`src/rtl/rrq_pkg.sv`:
```
// Shared types and constants for the report retry queue.
// Used by the front end, the request queue, the back end and the top level.
package rrq_pkg;

	// Field widths of a keyboard report and its time stamp.
	localparam int MOD_W    = 8;
	localparam int KEYS_W   = 48;
	localparam int REPORT_W = MOD_W + KEYS_W;
	localparam int TIME_W   = 32;
	localparam int TOUT_W   = 16;
	localparam int QUEUED_W = 6;

	// Reset value of the timeout register, in milliseconds.
	localparam logic [TOUT_W-1:0] TIMEOUT_RESET = 16'd1000;

	// Register indexes on the configuration port.
	localparam logic REG_TIMEOUT = 1'b0;

	// Request command codes.
	localparam logic CMD_REPORT = 1'b0;
	localparam logic CMD_POLL   = 1'b1;

	// Result kinds.
	typedef enum logic [1:0] {
		KIND_SENT     = 2'd0,
		KIND_AGED     = 2'd1,
		KIND_OVERFLOW = 2'd2,
		KIND_STATUS   = 2'd3
	} kind_t;

	// Back end sequencer states.
	typedef enum logic [2:0] {
		ST_IDLE,
		ST_READ,
		ST_CHECK,
		ST_NEW,
		ST_STATUS
	} back_state_t;

	// One classified request as it travels from the front to the back.
	typedef struct packed {
		logic                poll;
		logic                ready;
		logic [MOD_W-1:0]    modifier;
		logic [KEYS_W-1:0]   keys;
		logic [TIME_W-1:0]   now;
	} req_t;

	// One retry queue entry: the report and its arrival time.
	typedef struct packed {
		logic [MOD_W-1:0]    modifier;
		logic [KEYS_W-1:0]   keys;
		logic [TIME_W-1:0]   stamp;
	} entry_t;

	// Status of the request queue seen by its two sides.
	typedef struct packed {
		logic full;
		logic empty;
	} qstat_t;

endpackage

```
`src/rtl/rrq_front.sv`:
```
// Front end: takes requests on the command port, classifies them and pushes
// them into the request queue. Also holds the timeout register. Uses rrq_pkg.
module rrq_front (
	input  logic                          clk,
	input  logic                          arst_n,
	input  logic                          start,
	output logic                          busy,
	input  logic                          cmd,
	input  logic [rrq_pkg::MOD_W-1:0]     modifier_bits,
	input  logic [rrq_pkg::KEYS_W-1:0]    key_codes,
	input  logic [rrq_pkg::TIME_W-1:0]    now_ms,
	input  logic                          sink_ready,
	input  rrq_pkg::qstat_t               qstat,
	output logic                          push,
	output rrq_pkg::req_t                 push_req,
	input  logic                          psel,
	input  logic                          penable,
	input  logic                          pwrite,
	input  logic [2:0]                    paddr,
	input  logic [31:0]                   pwdata,
	output logic [31:0]                   prdata,
	output logic                          pready,
	output logic [rrq_pkg::TOUT_W-1:0]    timeout
);
	import rrq_pkg::*;

	logic [TOUT_W-1:0] timeout_q;
	logic              reg_write;

	// A request is taken whenever the queue has room.
	assign busy = qstat.full;
	assign push = start && !busy;

	// Classify the request; a poll carries no report.
	always_comb begin
		push_req.poll     = (cmd == CMD_POLL);
		push_req.ready    = sink_ready;
		push_req.now      = now_ms;
		if (cmd == CMD_POLL) begin
			push_req.modifier = '0;
			push_req.keys     = '0;
		end else begin
			push_req.modifier = modifier_bits;
			push_req.keys     = key_codes;
		end
	end

	// Configuration port: the access phase of a write updates the register.
	assign pready    = 1'b1;
	assign reg_write = psel && penable && pwrite && pready && (paddr[2] == REG_TIMEOUT);

	always_ff @(posedge clk or negedge arst_n) begin
		if (!arst_n) begin
			timeout_q <= TIMEOUT_RESET;
		end else if (reg_write) begin
			timeout_q <= pwdata[TOUT_W-1:0];
		end
	end

	always_comb begin
		if (paddr[2] == REG_TIMEOUT) begin
			prdata = {{(32-TOUT_W){1'b0}}, timeout_q};
		end else begin
			prdata = '0;
		end
	end

	assign timeout = timeout_q;

endmodule

```
`src/rtl/rrq_cmd_queue.sv`:
```
// Two-entry request queue between the front and the back end.
// Uses rrq_pkg for the request type.
module rrq_cmd_queue (
	input  logic            clk,
	input  logic            arst_n,
	input  logic            push,
	input  rrq_pkg::req_t   push_req,
	input  logic            pop,
	output rrq_pkg::req_t   pop_req,
	output rrq_pkg::qstat_t qstat
);
	import rrq_pkg::*;

	req_t       slot_q [2];
	logic       wr_ptr_q;
	logic       rd_ptr_q;
	logic [1:0] count_q;

	assign qstat.full  = (count_q == 2'd2);
	assign qstat.empty = (count_q == 2'd0);
	assign pop_req     = slot_q[rd_ptr_q];

	// Request storage; written only on push.
	always_ff @(posedge clk) begin
		if (push) begin
			slot_q[wr_ptr_q] <= push_req;
		end
	end

	// Pointers and fill count.
	always_ff @(posedge clk or negedge arst_n) begin
		if (!arst_n) begin
			wr_ptr_q <= 1'b0;
			rd_ptr_q <= 1'b0;
			count_q  <= 2'd0;
		end else begin
			if (push) begin
				wr_ptr_q <= !wr_ptr_q;
			end
			if (pop) begin
				rd_ptr_q <= !rd_ptr_q;
			end
			if (push && !pop) begin
				count_q <= count_q + 2'd1;
			end else if (pop && !push) begin
				count_q <= count_q - 2'd1;
			end
		end
	end

`ifndef SYNTHESIS
	a_no_pop_empty: assert property (@(posedge clk) disable iff (!arst_n)
		pop |-> !qstat.empty) else $error("request queue popped while empty");
	a_no_push_full: assert property (@(posedge clk) disable iff (!arst_n)
		push |-> !qstat.full) else $error("request queue pushed while full");
	a_count_range: assert property (@(posedge clk) disable iff (!arst_n)
		count_q != 2'd3) else $error("request queue count out of range");
`endif

endmodule

```
`src/rtl/rrq_back.sv`:
```
// Back end: drains the retry queue, sends or queues the new report and
// emits at most one result per cycle. Holds the report store. Uses rrq_pkg.
module rrq_back #(
	parameter int DEPTH = 8
) (
	input  logic                          clk,
	input  logic                          arst_n,
	input  rrq_pkg::qstat_t               qstat,
	input  rrq_pkg::req_t                 pop_req,
	output logic                          pop,
	input  logic [rrq_pkg::TOUT_W-1:0]    timeout,
	output logic                          result_valid,
	output rrq_pkg::kind_t                kind,
	output logic [rrq_pkg::MOD_W-1:0]     out_modifier,
	output logic [rrq_pkg::KEYS_W-1:0]    out_keys,
	output logic [rrq_pkg::QUEUED_W-1:0]  queued,
	output logic                          last
);
	import rrq_pkg::*;

	localparam int PTR_W = (DEPTH > 1) ? $clog2(DEPTH) : 1;
	localparam int CNT_W = $clog2(DEPTH + 1);
	localparam logic [PTR_W-1:0] PTR_LAST = PTR_W'(DEPTH - 1);
	localparam logic [CNT_W-1:0] CNT_FULL = CNT_W'(DEPTH);

	function automatic logic [PTR_W-1:0] advance(input logic [PTR_W-1:0] p);
		logic [PTR_W-1:0] n;
		n = (p == PTR_LAST) ? '0 : p + PTR_W'(1);
		return n;
	endfunction

	back_state_t       state_q, state_d;
	logic [PTR_W-1:0]  head_q, head_d;
	logic [PTR_W-1:0]  tail_q, tail_d;
	logic [CNT_W-1:0]  fill_q, fill_d;
	req_t              cur_q;
	entry_t            rd_q;
	entry_t            store [DEPTH];

	logic              wr_en;
	entry_t            wr_entry;
	logic [TIME_W-1:0] age;
	logic              too_old;

	logic              emit;
	kind_t             e_kind;
	logic [MOD_W-1:0]  e_mod;
	logic [KEYS_W-1:0] e_keys;
	logic [CNT_W-1:0]  e_queued;
	logic              e_last;

	logic              res_valid_q;
	kind_t             res_kind_q;
	logic [MOD_W-1:0]  res_mod_q;
	logic [KEYS_W-1:0] res_keys_q;
	logic [CNT_W-1:0]  res_queued_q;
	logic              res_last_q;

	// Age of the head entry, modulo 2^32 so that time wraps cleanly.
	assign age     = cur_q.now - rd_q.stamp;
	assign too_old = age > {{(TIME_W-TOUT_W){1'b0}}, timeout};

	assign wr_entry.modifier = cur_q.modifier;
	assign wr_entry.keys     = cur_q.keys;
	assign wr_entry.stamp    = cur_q.now;

	// Sequencer: next state, pointer updates and the result to emit.
	always_comb begin
		state_d  = state_q;
		head_d   = head_q;
		tail_d   = tail_q;
		fill_d   = fill_q;
		pop      = 1'b0;
		wr_en    = 1'b0;
		emit     = 1'b0;
		e_kind   = KIND_STATUS;
		e_mod    = '0;
		e_keys   = '0;
		e_queued = fill_q;
		e_last   = 1'b0;
		unique case (state_q)
			ST_IDLE: begin
				if (!qstat.empty) begin
					pop     = 1'b1;
					state_d = ST_READ;
				end
			end
			ST_READ: begin
				if (fill_q == '0) begin
					state_d = ST_NEW;
				end else begin
					state_d = ST_CHECK;
				end
			end
			ST_CHECK: begin
				if (too_old || cur_q.ready) begin
					emit     = 1'b1;
					e_kind   = too_old ? KIND_AGED : KIND_SENT;
					e_mod    = rd_q.modifier;
					e_keys   = rd_q.keys;
					head_d   = advance(head_q);
					fill_d   = fill_q - CNT_W'(1);
					e_queued = fill_d;
					state_d  = ST_READ;
				end else begin
					state_d = ST_NEW;
				end
			end
			ST_NEW: begin
				if (!cur_q.poll) begin
					if (cur_q.ready) begin
						emit   = 1'b1;
						e_kind = KIND_SENT;
						e_mod  = cur_q.modifier;
						e_keys = cur_q.keys;
					end else begin
						// Queue the report; a full queue loses its oldest entry first.
						wr_en  = 1'b1;
						tail_d = advance(tail_q);
						if (fill_q == CNT_FULL) begin
							emit     = 1'b1;
							e_kind   = KIND_OVERFLOW;
							e_mod    = rd_q.modifier;
							e_keys   = rd_q.keys;
							e_queued = fill_q - CNT_W'(1);
							head_d   = advance(head_q);
						end else begin
							fill_d = fill_q + CNT_W'(1);
						end
					end
				end
				state_d = ST_STATUS;
			end
			ST_STATUS: begin
				emit     = 1'b1;
				e_kind   = KIND_STATUS;
				e_last   = 1'b1;
				e_queued = fill_q;
				state_d  = ST_IDLE;
			end
			default: begin
				state_d = ST_IDLE;
			end
		endcase
	end

	// Control registers.
	always_ff @(posedge clk or negedge arst_n) begin
		if (!arst_n) begin
			state_q     <= ST_IDLE;
			head_q      <= '0;
			tail_q      <= '0;
			fill_q      <= '0;
			res_valid_q <= 1'b0;
		end else begin
			state_q     <= state_d;
			head_q      <= head_d;
			tail_q      <= tail_d;
			fill_q      <= fill_d;
			res_valid_q <= emit;
		end
	end

	// Current request and result payload.
	always_ff @(posedge clk) begin
		if (pop) begin
			cur_q <= pop_req;
		end
		if (emit) begin
			res_kind_q   <= e_kind;
			res_mod_q    <= e_mod;
			res_keys_q   <= e_keys;
			res_queued_q <= e_queued;
			res_last_q   <= e_last;
		end
	end

	// Report store: written at the tail, read at the head with a registered read.
	always_ff @(posedge clk) begin
		if (wr_en) begin
			store[tail_q] <= wr_entry;
		end
	end

	always_ff @(posedge clk) begin
		rd_q <= store[head_q];
	end

	assign result_valid = res_valid_q;
	assign kind         = res_kind_q;
	assign out_modifier = res_mod_q;
	assign out_keys     = res_keys_q;
	assign queued       = QUEUED_W'(res_queued_q);
	assign last         = res_last_q;

`ifndef SYNTHESIS
	a_fill_bound: assert property (@(posedge clk) disable iff (!arst_n)
		fill_q <= CNT_FULL) else $error("retry queue fill above depth");
	a_empty_ptrs: assert property (@(posedge clk) disable iff (!arst_n)
		fill_q == '0 |-> head_q == tail_q) else $error("empty queue with pointers apart");
	a_status_idle: assert property (@(posedge clk) disable iff (!arst_n)
		res_valid_q && res_last_q |-> state_q == ST_IDLE)
		else $error("status result while request still in progress");
	a_pop_starts: assert property (@(posedge clk) disable iff (!arst_n)
		pop |=> state_q == ST_READ) else $error("popped request not started");
`endif

endmodule

```
`src/rtl/report_retry_queue_unit.sv`:
```
// Top level of the keyboard report retry queue.
// Joins rrq_front, rrq_cmd_queue and rrq_back; uses rrq_pkg.
//
// Channel      Direction  Handshake                    Payload
// request      in         start / busy                 cmd, modifier_bits, key_codes,
//                                                       now_ms, sink_ready
// result       out        result_valid (one cycle)     kind, out_modifier, out_keys,
//                                                       queued, last
// config       in/out     APB psel/penable/pwrite      paddr, pwdata, prdata, pready
//
// A request passes the front combinationally into a two-entry queue; busy is
// high only while that queue is full. The back end drains the retry queue,
// each drained entry costing one store read and one age check, then handles
// the new report. Results come out at most one per cycle and cannot be stalled.
// Reset clears pointers and counts and sets the timeout register to 1000.
module report_retry_queue_unit #(
	parameter int DEPTH = 8
) (
	input  logic                          clk,
	input  logic                          arst_n,
	input  logic                          start,
	output logic                          busy,
	input  logic                          cmd,
	input  logic [rrq_pkg::MOD_W-1:0]     modifier_bits,
	input  logic [rrq_pkg::KEYS_W-1:0]    key_codes,
	input  logic [rrq_pkg::TIME_W-1:0]    now_ms,
	input  logic                          sink_ready,
	output logic                          result_valid,
	output rrq_pkg::kind_t                kind,
	output logic [rrq_pkg::MOD_W-1:0]     out_modifier,
	output logic [rrq_pkg::KEYS_W-1:0]    out_keys,
	output logic [rrq_pkg::QUEUED_W-1:0]  queued,
	output logic                          last,
	input  logic                          psel,
	input  logic                          penable,
	input  logic                          pwrite,
	input  logic [2:0]                    paddr,
	input  logic [31:0]                   pwdata,
	output logic [31:0]                   prdata,
	output logic                          pready
);
	import rrq_pkg::*;

	qstat_t            qstat;
	logic              push;
	logic              pop;
	req_t              push_req;
	req_t              pop_req;
	logic [TOUT_W-1:0] timeout;

	// Request intake and configuration register.
	rrq_front u_front (
		.clk           (clk),
		.arst_n        (arst_n),
		.start         (start),
		.busy          (busy),
		.cmd           (cmd),
		.modifier_bits (modifier_bits),
		.key_codes     (key_codes),
		.now_ms        (now_ms),
		.sink_ready    (sink_ready),
		.qstat         (qstat),
		.push          (push),
		.push_req      (push_req),
		.psel          (psel),
		.penable       (penable),
		.pwrite        (pwrite),
		.paddr         (paddr),
		.pwdata        (pwdata),
		.prdata        (prdata),
		.pready        (pready),
		.timeout       (timeout)
	);

	// Short queue that lets front and back stall independently.
	rrq_cmd_queue u_queue (
		.clk      (clk),
		.arst_n   (arst_n),
		.push     (push),
		.push_req (push_req),
		.pop      (pop),
		.pop_req  (pop_req),
		.qstat    (qstat)
	);

	// Retry queue engine.
	rrq_back #(
		.DEPTH (DEPTH)
	) u_back (
		.clk          (clk),
		.arst_n       (arst_n),
		.qstat        (qstat),
		.pop_req      (pop_req),
		.pop          (pop),
		.timeout      (timeout),
		.result_valid (result_valid),
		.kind         (kind),
		.out_modifier (out_modifier),
		.out_keys     (out_keys),
		.queued       (queued),
		.last         (last)
	);

endmodule
```
`config.mk`:
```
export PLATFORM = sky130hd
export DESIGN_NAME = report_retry_queue_unit
export DESIGN_NICKNAME = d
export VERILOG_FILES = /design/src/rtl/rrq_pkg.sv /design/src/rtl/rrq_front.sv /design/src/rtl/rrq_cmd_queue.sv /design/src/rtl/rrq_back.sv /design/src/rtl/report_retry_queue_unit.sv
export SDC_FILE = /design/constraint.sdc
export NUM_CORES = 1
export LEC_CHECK = 0
export ABC_CLOCK_PERIOD_IN_PS = 23600
export BUFFER_PORTS_ARGS = -buffer_cell sky130_fd_sc_hd__buf_2
export CORE_UTILIZATION = 40
export CTS_CLUSTER_SIZE = 8
export DETAILED_ROUTE_END_ITERATION = 10
export SYNTH_ARGS = -nofsm -noshare
export SYNTH_HDL_FRONTEND = slang
export SYNTH_HIERARCHICAL = 1
export SYNTH_SLANG_ARGS = --single-unit
```
`constraint.sdc`:
```
create_clock -name clk -period 23.6 [get_ports clk]
set_input_delay 2.36 -clock clk [delete_from_list [all_inputs] [get_ports clk]]
set_output_delay 2.36 -clock clk [all_outputs]
set_load 0.03 [all_outputs]
```
==> impl_metrics.toml, run 1 <==
[synth]
synth_cell_types = 75
synth_seq_area_share_pct = 75.0
top_ff_cell_synth = "edfxtp_1"
post_syn_instances = 2305
async_reset_ff_share_pct = 2.93
postSynthRegisterBits = 1159
synth_edf_count = 1037
postSynthAreaPerCell_um2 = 19.5
ys_warn_count = 6
mappedNetlistArea_mm2 = 0.0450

[detailed_routing]
num_vias = 21700
detail_route.wirelength_mm = 97.4
drtPass1Iterations = 5
drtAntennaViolNets = 0
drt_iter0_markers = 1396
routed_wire_length_per_instance_um = 23.4
post-route-drc-count = 0
routed_via_density = 5.21

[critical_path]
regToRegEndpoint = "u_back/out_keys[43]"
path_max_fanout = 39
r2r.worst_path.cells = 20
timing_worst_setup_path_type = "reg -> reg"
slowest_delay_ns = 0.83
crit_chain = "inv_1, ha_1, fa_1, and2b_1, o2111ai_1, a211o_1, and2_1, xnor2_1, ha_1, nand4_1, nor3_1, nand2_1, o311ai_0, o2111ai_1, nor4_1, nand4_1, nor4b_4, a21oi_4, buf_4, a22o_1"
timing.critical_path.to_type = "register"
critical_path.reg2reg.startpoint = "u_back/cur_q[0]"
cp.required_ns = 24.08
crit_family = "simple AND/OR/NAND/NOR gates"
path_buf_inv = 2
arrival_ns = 7.39
ff2ff_setup_slack_ns = 16.68
slowest_stage = "nor4b_4"
startpoint_type = "register"

[final_layout]
final_common_cell = "edfxtp_1"
syn2layout_area_growth_pct = 16.0
finish.cell_count_without_fillers = 4168
layout.cell_area.non_filler_mm2 = 0.0522
mostFrequentLayoutCells = "edfxtp_1, buf_2, mux2_2"
num-nets-final = 2746
layout_cell_share_with_drive_strength_beyond_1_pct = 30.4

[run_status]
status = "completed"

[floorplanning]
num_io_pins = 231
chipHeight_um = 338
placeableCoreArea_mm2 = 0.111
full_die_area_mm2 = 0.114
die-width_um = 338
initial_core_util_pct = 40.5
placement_rows = 122

[clock_network]
tritoncts_num_sinks = 1159
cts_setup_buffers = 0
clkLatencyLatePin_ns = 0.76
clockBufferDepth = 3
clk_pin_slew_ns = 0.05
post_cts_resize_count = 0
cts_htree_levels = 4
tritoncts_clock_tree = "yes"
root_buffer = "clkbuf_16"
post_cts_hold_buffer_count = 0
cts_made_buffers = 164

[sta]
hold_violations = 0
rsz0062_at_grt = "no"
clock_skew_ns = 0.0307
period_minus_slack_ns = 6.92
setup_viol = 0
finalMaxSlewViolations = 0
timing_worst_slew_pin_value_ns = 1.13
relative_slew_margins_pct = 24.7
hold_slack_ns = 0.502
totalNegativeSetupSlack_ns = 0
max_freq_ghz = 0.145
final.period_utilization_pct = 29.3

[global_route]
global_route_wire_length_before_repair_mm = 145
groute.usage.overall_pct = 17.3
pin_count_of_the_biggest_net_entering_global_routing = 103
grt_pass1_vias = 23300
global_route.overflow_total = 0
antenna_found_initial = 7

[place]
numPortBuffers = 193
place_congestion = 0.797
hpwlAfterDp_mm = 52.4
dpl.cell_count = 3881
post_dp_cell_area_mm2 = 0.0474

[min_path]
worst_hold_path_type = "reg -> reg"
hold-path-endpoint = "u_queue/count_q[1]"
min_from = "u_queue/count_q[1]"
hold_depth = 1

[power]
power_w = 0.00729
p_per_area_mw_per_mm2 = 140
cellLeakagePower_nw = 17.8
ir_worst_vdd_mv = 0.0769

[run]
number_of_maximum_capacitance_constraint_violations = 0
-- synthesized netlist by cell type, types with 20 or more instances --
| cell | number | area share, % |
|---|---|---|
| nor3_1 | 20 | 0.22 |
| inv_1 | 67 | 0.56 |
| clkbuf_1 | 54 | 0.45 |
| a21oi_1 | 50 | 0.56 |
| nor2_1 | 42 | 0.35 |
| dfrtp_1 | 28 | 1.6 |
| edfxtp_1 | 1037 | 69 |
| buf_4 | 54 | 0.90 |
| o21ai_0 | 24 | 0.27 |
| nand2_1 | 41 | 0.34 |
| dfxtp_1 | 88 | 3.9 |
| mux2_2 | 187 | 4.7 |
| nor2b_1 | 71 | 0.99 |
| mux4_2 | 176 | 8.8 |
| ha_1 | 55 | 1.5 |
| a22o_1 | 58 | 1.1 |
-- sequential cells by signal, summed over array words and instances (netlist names), 3 cells and up --
register and flops:
u_back/head_q 3, u_back/cur_q 90, u_queue/slot_q 180, u_front/timeout 16, u_back/tail_q 3, u_back/state_q 3
u_back/rd_q 88, u_back/out_modifier 8, u_back/out_keys 48, u_back/store 704, u_back/fill_q 4, u_back/res_queued_q 4
-- layer usage --
metal / up-vias / routed length [µm] / track usage (%)
met5: - / 34 / 0
met4: 6 / 2260 / 6.04
met3: 151 / 3980 / 3.14
met2: 484 / 48600 / 29.0
met1: 11400 / 42500 / 22.6
li1: 9650 / - / -
-- per-stage QoR --
stage | setup slack, ns | utilization [%]
floorplan | 13.09 | -
global placement | 16.74 | 42.6
detailed placement | 16.66 | 42.6
CTS | 16.61 | 47.0
global route | 16.30 | 47.0
finish | 16.68 | 47.0
-- worst reg2reg max path: stages, from the launching register on --
cell       delay, ns
edfxtp_1        0.49
inv_1           0.11
ha_1            0.25
fa_1            0.41
and2b_1         0.24
o2111ai_1       0.25
a211o_1         0.42
and2_1          0.22
xnor2_1         0.14
ha_1            0.28
nand4_1         0.13
nor3_1          0.32
nand2_1         0.22
o311ai_0        0.25
o2111ai_1       0.20
nor4_1          0.32
nand4_1         0.25
nor4b_4         0.83
a21oi_4         0.41
buf_4           0.46
a22o_1          0.43
-- how the worst max path moves through the flow --
stage | startpoint | endpoint | slack [ns] | cells after the start
after CTS | u_back/cur_q[0] | u_back/out_keys[43] | 16.61 | 20
final | u_back/cur_q[0] | u_back/out_keys[43] | 16.68 | 20
after floorplan | u_back/state_q[0] | u_queue/count_q[1] | 13.09 | 6
after global placement | u_back/cur_q[0] | u_back/out_keys[43] | 16.74 | 20
after detailed placement | u_back/cur_q[0] | u_back/out_keys[43] | 16.66 | 20
after global routing | u_back/cur_q[0] | u_back/out_keys[43] | 16.30 | 20
-- power by group --
group          switching, W  total (W)  leakage [nW]  internal (W)
combinational       0.00109    0.00193          4.85      0.000844
clock              0.000854    0.00217          2.31       0.00132
sequential         0.000355    0.00319          10.6       0.00283
total               0.00230    0.00729          17.8       0.00500
-- cell families after synthesis --
kind of cell,share of synthesized area (%)
buffers and inverters,2.56
muxes,13.9
other,0.0250
adders and majority gates,1.57
AOI/OAI and AO/OA,3.35
xor gates and xnor gates,0.506
DFF,75.0
and+or+nand+nor,3.06
-- cell type report --
type                    count  area [µm²]
diodes                      3        7.51
clock buffers             267        4520
clock inverters            17         357
fillers                  9356       58900
inverters                  68         255
multi-input cells         942       10300
flip-flops and latches   1159       33800
well taps                1488        1860
repair buffers            224        1210
Power figures use the tool's default switching activity.
==> inputs of run 2 (changes only) <==
--- a/config.mk
+++ b/config.mk
@@ -5,7 +5,8 @@
 export SDC_FILE = /design/constraint.sdc
 export NUM_CORES = 1
 export LEC_CHECK = 0
-export ABC_CLOCK_PERIOD_IN_PS = 23600
+export ABC_AREA = 1
+export ABC_CLOCK_PERIOD_IN_PS = 6400
 export BUFFER_PORTS_ARGS = -buffer_cell sky130_fd_sc_hd__buf_2
 export CORE_UTILIZATION = 40
 export CTS_CLUSTER_SIZE = 8
==> constraint.sdc (replaced) <==
create_clock -name clk -period 6.4 [get_ports clk]
set_input_delay 0.64 -clock clk [delete_from_list [all_inputs] [get_ports clk]]
set_output_delay 0.64 -clock clk [all_outputs]
set_load 0.03 [all_outputs]
==> run 2 against run 1 <==
Net effect: the run now ends with design-rule violations left; clock skew up 0.0060 ns; critical path type unchanged; synthesized area up 3.1%; cell area up 2.3%.
==> impl_metrics.toml, run 2 <==
[run_status]
status = "finished, violations left"
violations = "design-rule violations"

[final_layout]
layout.cell_area.non_filler_mm2 = 0.0534
syn2layout_area_growth_pct = 15.0
finish.cell_count_without_fillers = 5611
layout_cell_share_with_drive_strength_beyond_1_pct = 13.3
max_reg_flops = 704
mostFrequentLayoutCells = "edfxtp_1, nor2_1, nand2_1"
num-nets-final = 4156
regMostFlops = "u_back/store"
reg_top3 = "u_back/store: 704 flops, u_queue/slot_q: 180 flops, u_back/cur_q: 90 flops"
final_common_cell = "edfxtp_1"

[power]
clock_power_share_pct = 29.0
power_frac_seq_pct = 42.4
cellLeakagePower_nw = 20.0
combPwrFrac_pct = 28.5
sw_frac_of_total_pct = 35.0
switchingPower_w = 0.00955
ir_worst_vdd_mv = 0.268
p_per_area_mw_per_mm2 = 510
cellInternalPower_w = 0.0177

[sta]
relative_slew_margins_pct = 24.8
rsz0062_at_grt = "no"
final.period_utilization_pct = 78.8
timing_worst_slew_pin_value_ns = 1.13
setup_viol = 0
finalMaxSlewViolations = 0
clock_skew_ns = 0.0367
totalNegativeSetupSlack_ns = 0
period_minus_slack_ns = 5.04
hold_violations = 0
max_freq_ghz = 0.198

[clock_network]
post_cts_resize_count = 0
post_cts_hold_buffer_count = 1
tritoncts_clock_tree = "yes"
clkLatencyLatePin_ns = 0.75
cts_htree_levels = 4
root_buffer = "clkbuf_16"
tritoncts_num_sinks = 1159
clk_pin_slew_ns = 0.05
cts_made_buffers = 163
clockBufferDepth = 3
cts_setup_buffers = 0

[detailed_routing]
routed_via_density = 5.01
post-route-drc-count = 20
detail_route.wirelength_mm = 106
drtPass1Iterations = 8
dr.max_layer_used = "met5"
drtAntennaViolNets = 0
dr_wl_met3_mm = 5.76
routed_wire_length_per_instance_um = 18.9
routed-wl-met2_mm = 51.5
drt_iter0_markers = 1962
wl_met1_mm = 46.5
num_vias = 28100

[critical_path]
arrival_ns = 5.53
ff2ff_setup_slack_ns = 1.36
regToRegEndpoint = "u_back/out_keys[32]"
cp.required_ns = 6.89
path_max_fanout = 41
startpoint_type = "register"
critical_path.reg2reg.startpoint = "u_back/cur_q[13]"
timing_worst_setup_path_type = "reg -> reg"
timing.critical_path.to_type = "register"
r2r.worst_path.cells = 25

[synth]
synth_top_cells_by_count = "edfxtp_1, nor2_1, nand2_1, o21ai_0, inv_1"
postSynthAreaPerCell_um2 = 12.3
synth_largest_type_area_fraction_pct = 67.1
synth_edf_count = 1037
async_reset_ff_share_pct = 2.93
synth.top_cells.by_area = "edfxtp_1, nor2_1, nand2_1"
synth_seq_area_share_pct = 72.7
post_syn_instances = 3778
library_cell_occupying_the_most_area_in_the_post_synthesis_netlist = "edfxtp_1"
synth_cell_types = 46
postSynthRegisterBits = 1159
top_ff_cell_synth = "edfxtp_1"
synth.most_common_cell = "edfxtp_1"
ys_warn_count = 6
mappedNetlistArea_mm2 = 0.0464

[global_route]
grt_pass1_vias = 27100
groute.usage.overall_pct = 18.0
global_route.overflow_total = 0
global_route_wire_length_before_repair_mm = 160
pin_count_of_the_biggest_net_entering_global_routing = 162
antenna_found_initial = 7

[min_path]
min_from = "now_ms[19]"
hold-path-endpoint = "u_queue/slot_q[1][19]"
hold_depth = 1
worst_hold_path_type = "in -> reg"

[place]
post_dp_cell_area_mm2 = 0.0487
dpl.cell_count = 5315
hpwlAfterDp_mm = 55.5
place_congestion = 0.930
numPortBuffers = 193

[floorplanning]
placeableCoreArea_mm2 = 0.115
full_die_area_mm2 = 0.117
die-width_um = 343
chipHeight_um = 343
placement_rows = 124
initial_core_util_pct = 40.5
num_io_pins = 231

[run]
number_of_maximum_capacitance_constraint_violations = 0
run 2: per-stage QoR:
step / power (W) / worst slack, ns / hold WS, ns / utilization [%]
4_1_cts: 0.0276 / 1.39 / 0.0315 / 46.6
3_5_place_dp: 0.0195 / 1.40 / 0.470 / 42.4
6_report: 0.0273 / 1.36 / 0.0832 / 46.6
3_3_place_gp: 0.0194 / 1.47 / 0.460 / 42.4
5_1_grt: 0.0289 / 0.987 / 0.0549 / 46.6
2_1_floorplan: 0.0170 / 0.511 / 0.344 / -
run 2: kinds of logic (layout without fill, tap and decap cells):
group,count (synthesis),count (layout),synth area share (%)
AND/OR/NAND/NOR,1369,1369,11.6
flip-flops,1159,1159,72.7
AO/OA/AOI/OAI,573,573,6.72
buffers and inverters,507,811,4.90
multiplexers,90,90,2.18
adder cells (fa/ha/maj),56,56,1.52
XOR/XNOR,21,21,0.396
other,3,20,0.0242
run 2: final cells by class:
class	instances	area [µm²]
Antenna cell	1	2.50
Clock buffer	283	4640
Clock inverter	11	131
Fill cell	10200	61200
Inverter	284	1080
Multi-Input combinational cell	2128	10600
Sequential cell	1159	33800
Tap cell	1512	1890
Timing Repair Buffer	233	1360
run 2: power groups by stage:
stage          Sequential (W)  Clock [W]  Combinational, W
2_1_floorplan          0.0115          0           0.00547
3_3_place_gp           0.0117          0           0.00774
3_5_place_dp           0.0117          0           0.00783
4_1_cts                0.0116    0.00809           0.00787
5_1_grt                0.0118    0.00842           0.00877
6_report               0.0116    0.00791           0.00778
run 2: per-layer routing:
metal / vias up / GRT usage (%)
met2: 763 / 30.1
li1: 13400 / -
met1: 13700 / 23.8
met3: 178 / 3.08
met5: - / 0
met4: 4 / 5.89
run 2: worst max-delay path, stage by stage, from the launching register on:
cell and delay (ns):
edfxtp_1 0.57, ha_1 0.47, nand2_1 0.12, nor2_1 0.21, and3_1 0.18, nand2_1 0.06, nand2_2 0.12, xor2_1 0.33
ha_1 0.31, nand2_1 0.06, inv_1 0.04, o21ai_0 0.06, nand2_1 0.07, nor2_1 0.10, nand2_1 0.06, nand2_1 0.12
nand3_1 0.09, nor2_1 0.10, nand2_1 0.09, nor2_4 0.25, nand3_4 0.19, nand2_4 0.11, nand2_4 0.37, buf_4 0.46
nand2_1 0.10, nand2_1 0.06
run 2: worst max path at each step:
stage | end | start | cells after the start
after floorplan | u_back/store[0][0] | u_back/state_q[2] | 10
after global placement | u_back/out_keys[38] | u_back/cur_q[0] | 27
after detailed placement | u_back/out_keys[31] | u_back/cur_q[0] | 27
after CTS | u_back/out_keys[32] | u_back/cur_q[13] | 25
after global routing | u_back/out_keys[29] | u_back/cur_q[13] | 25
final | u_back/out_keys[32] | u_back/cur_q[13] | 25
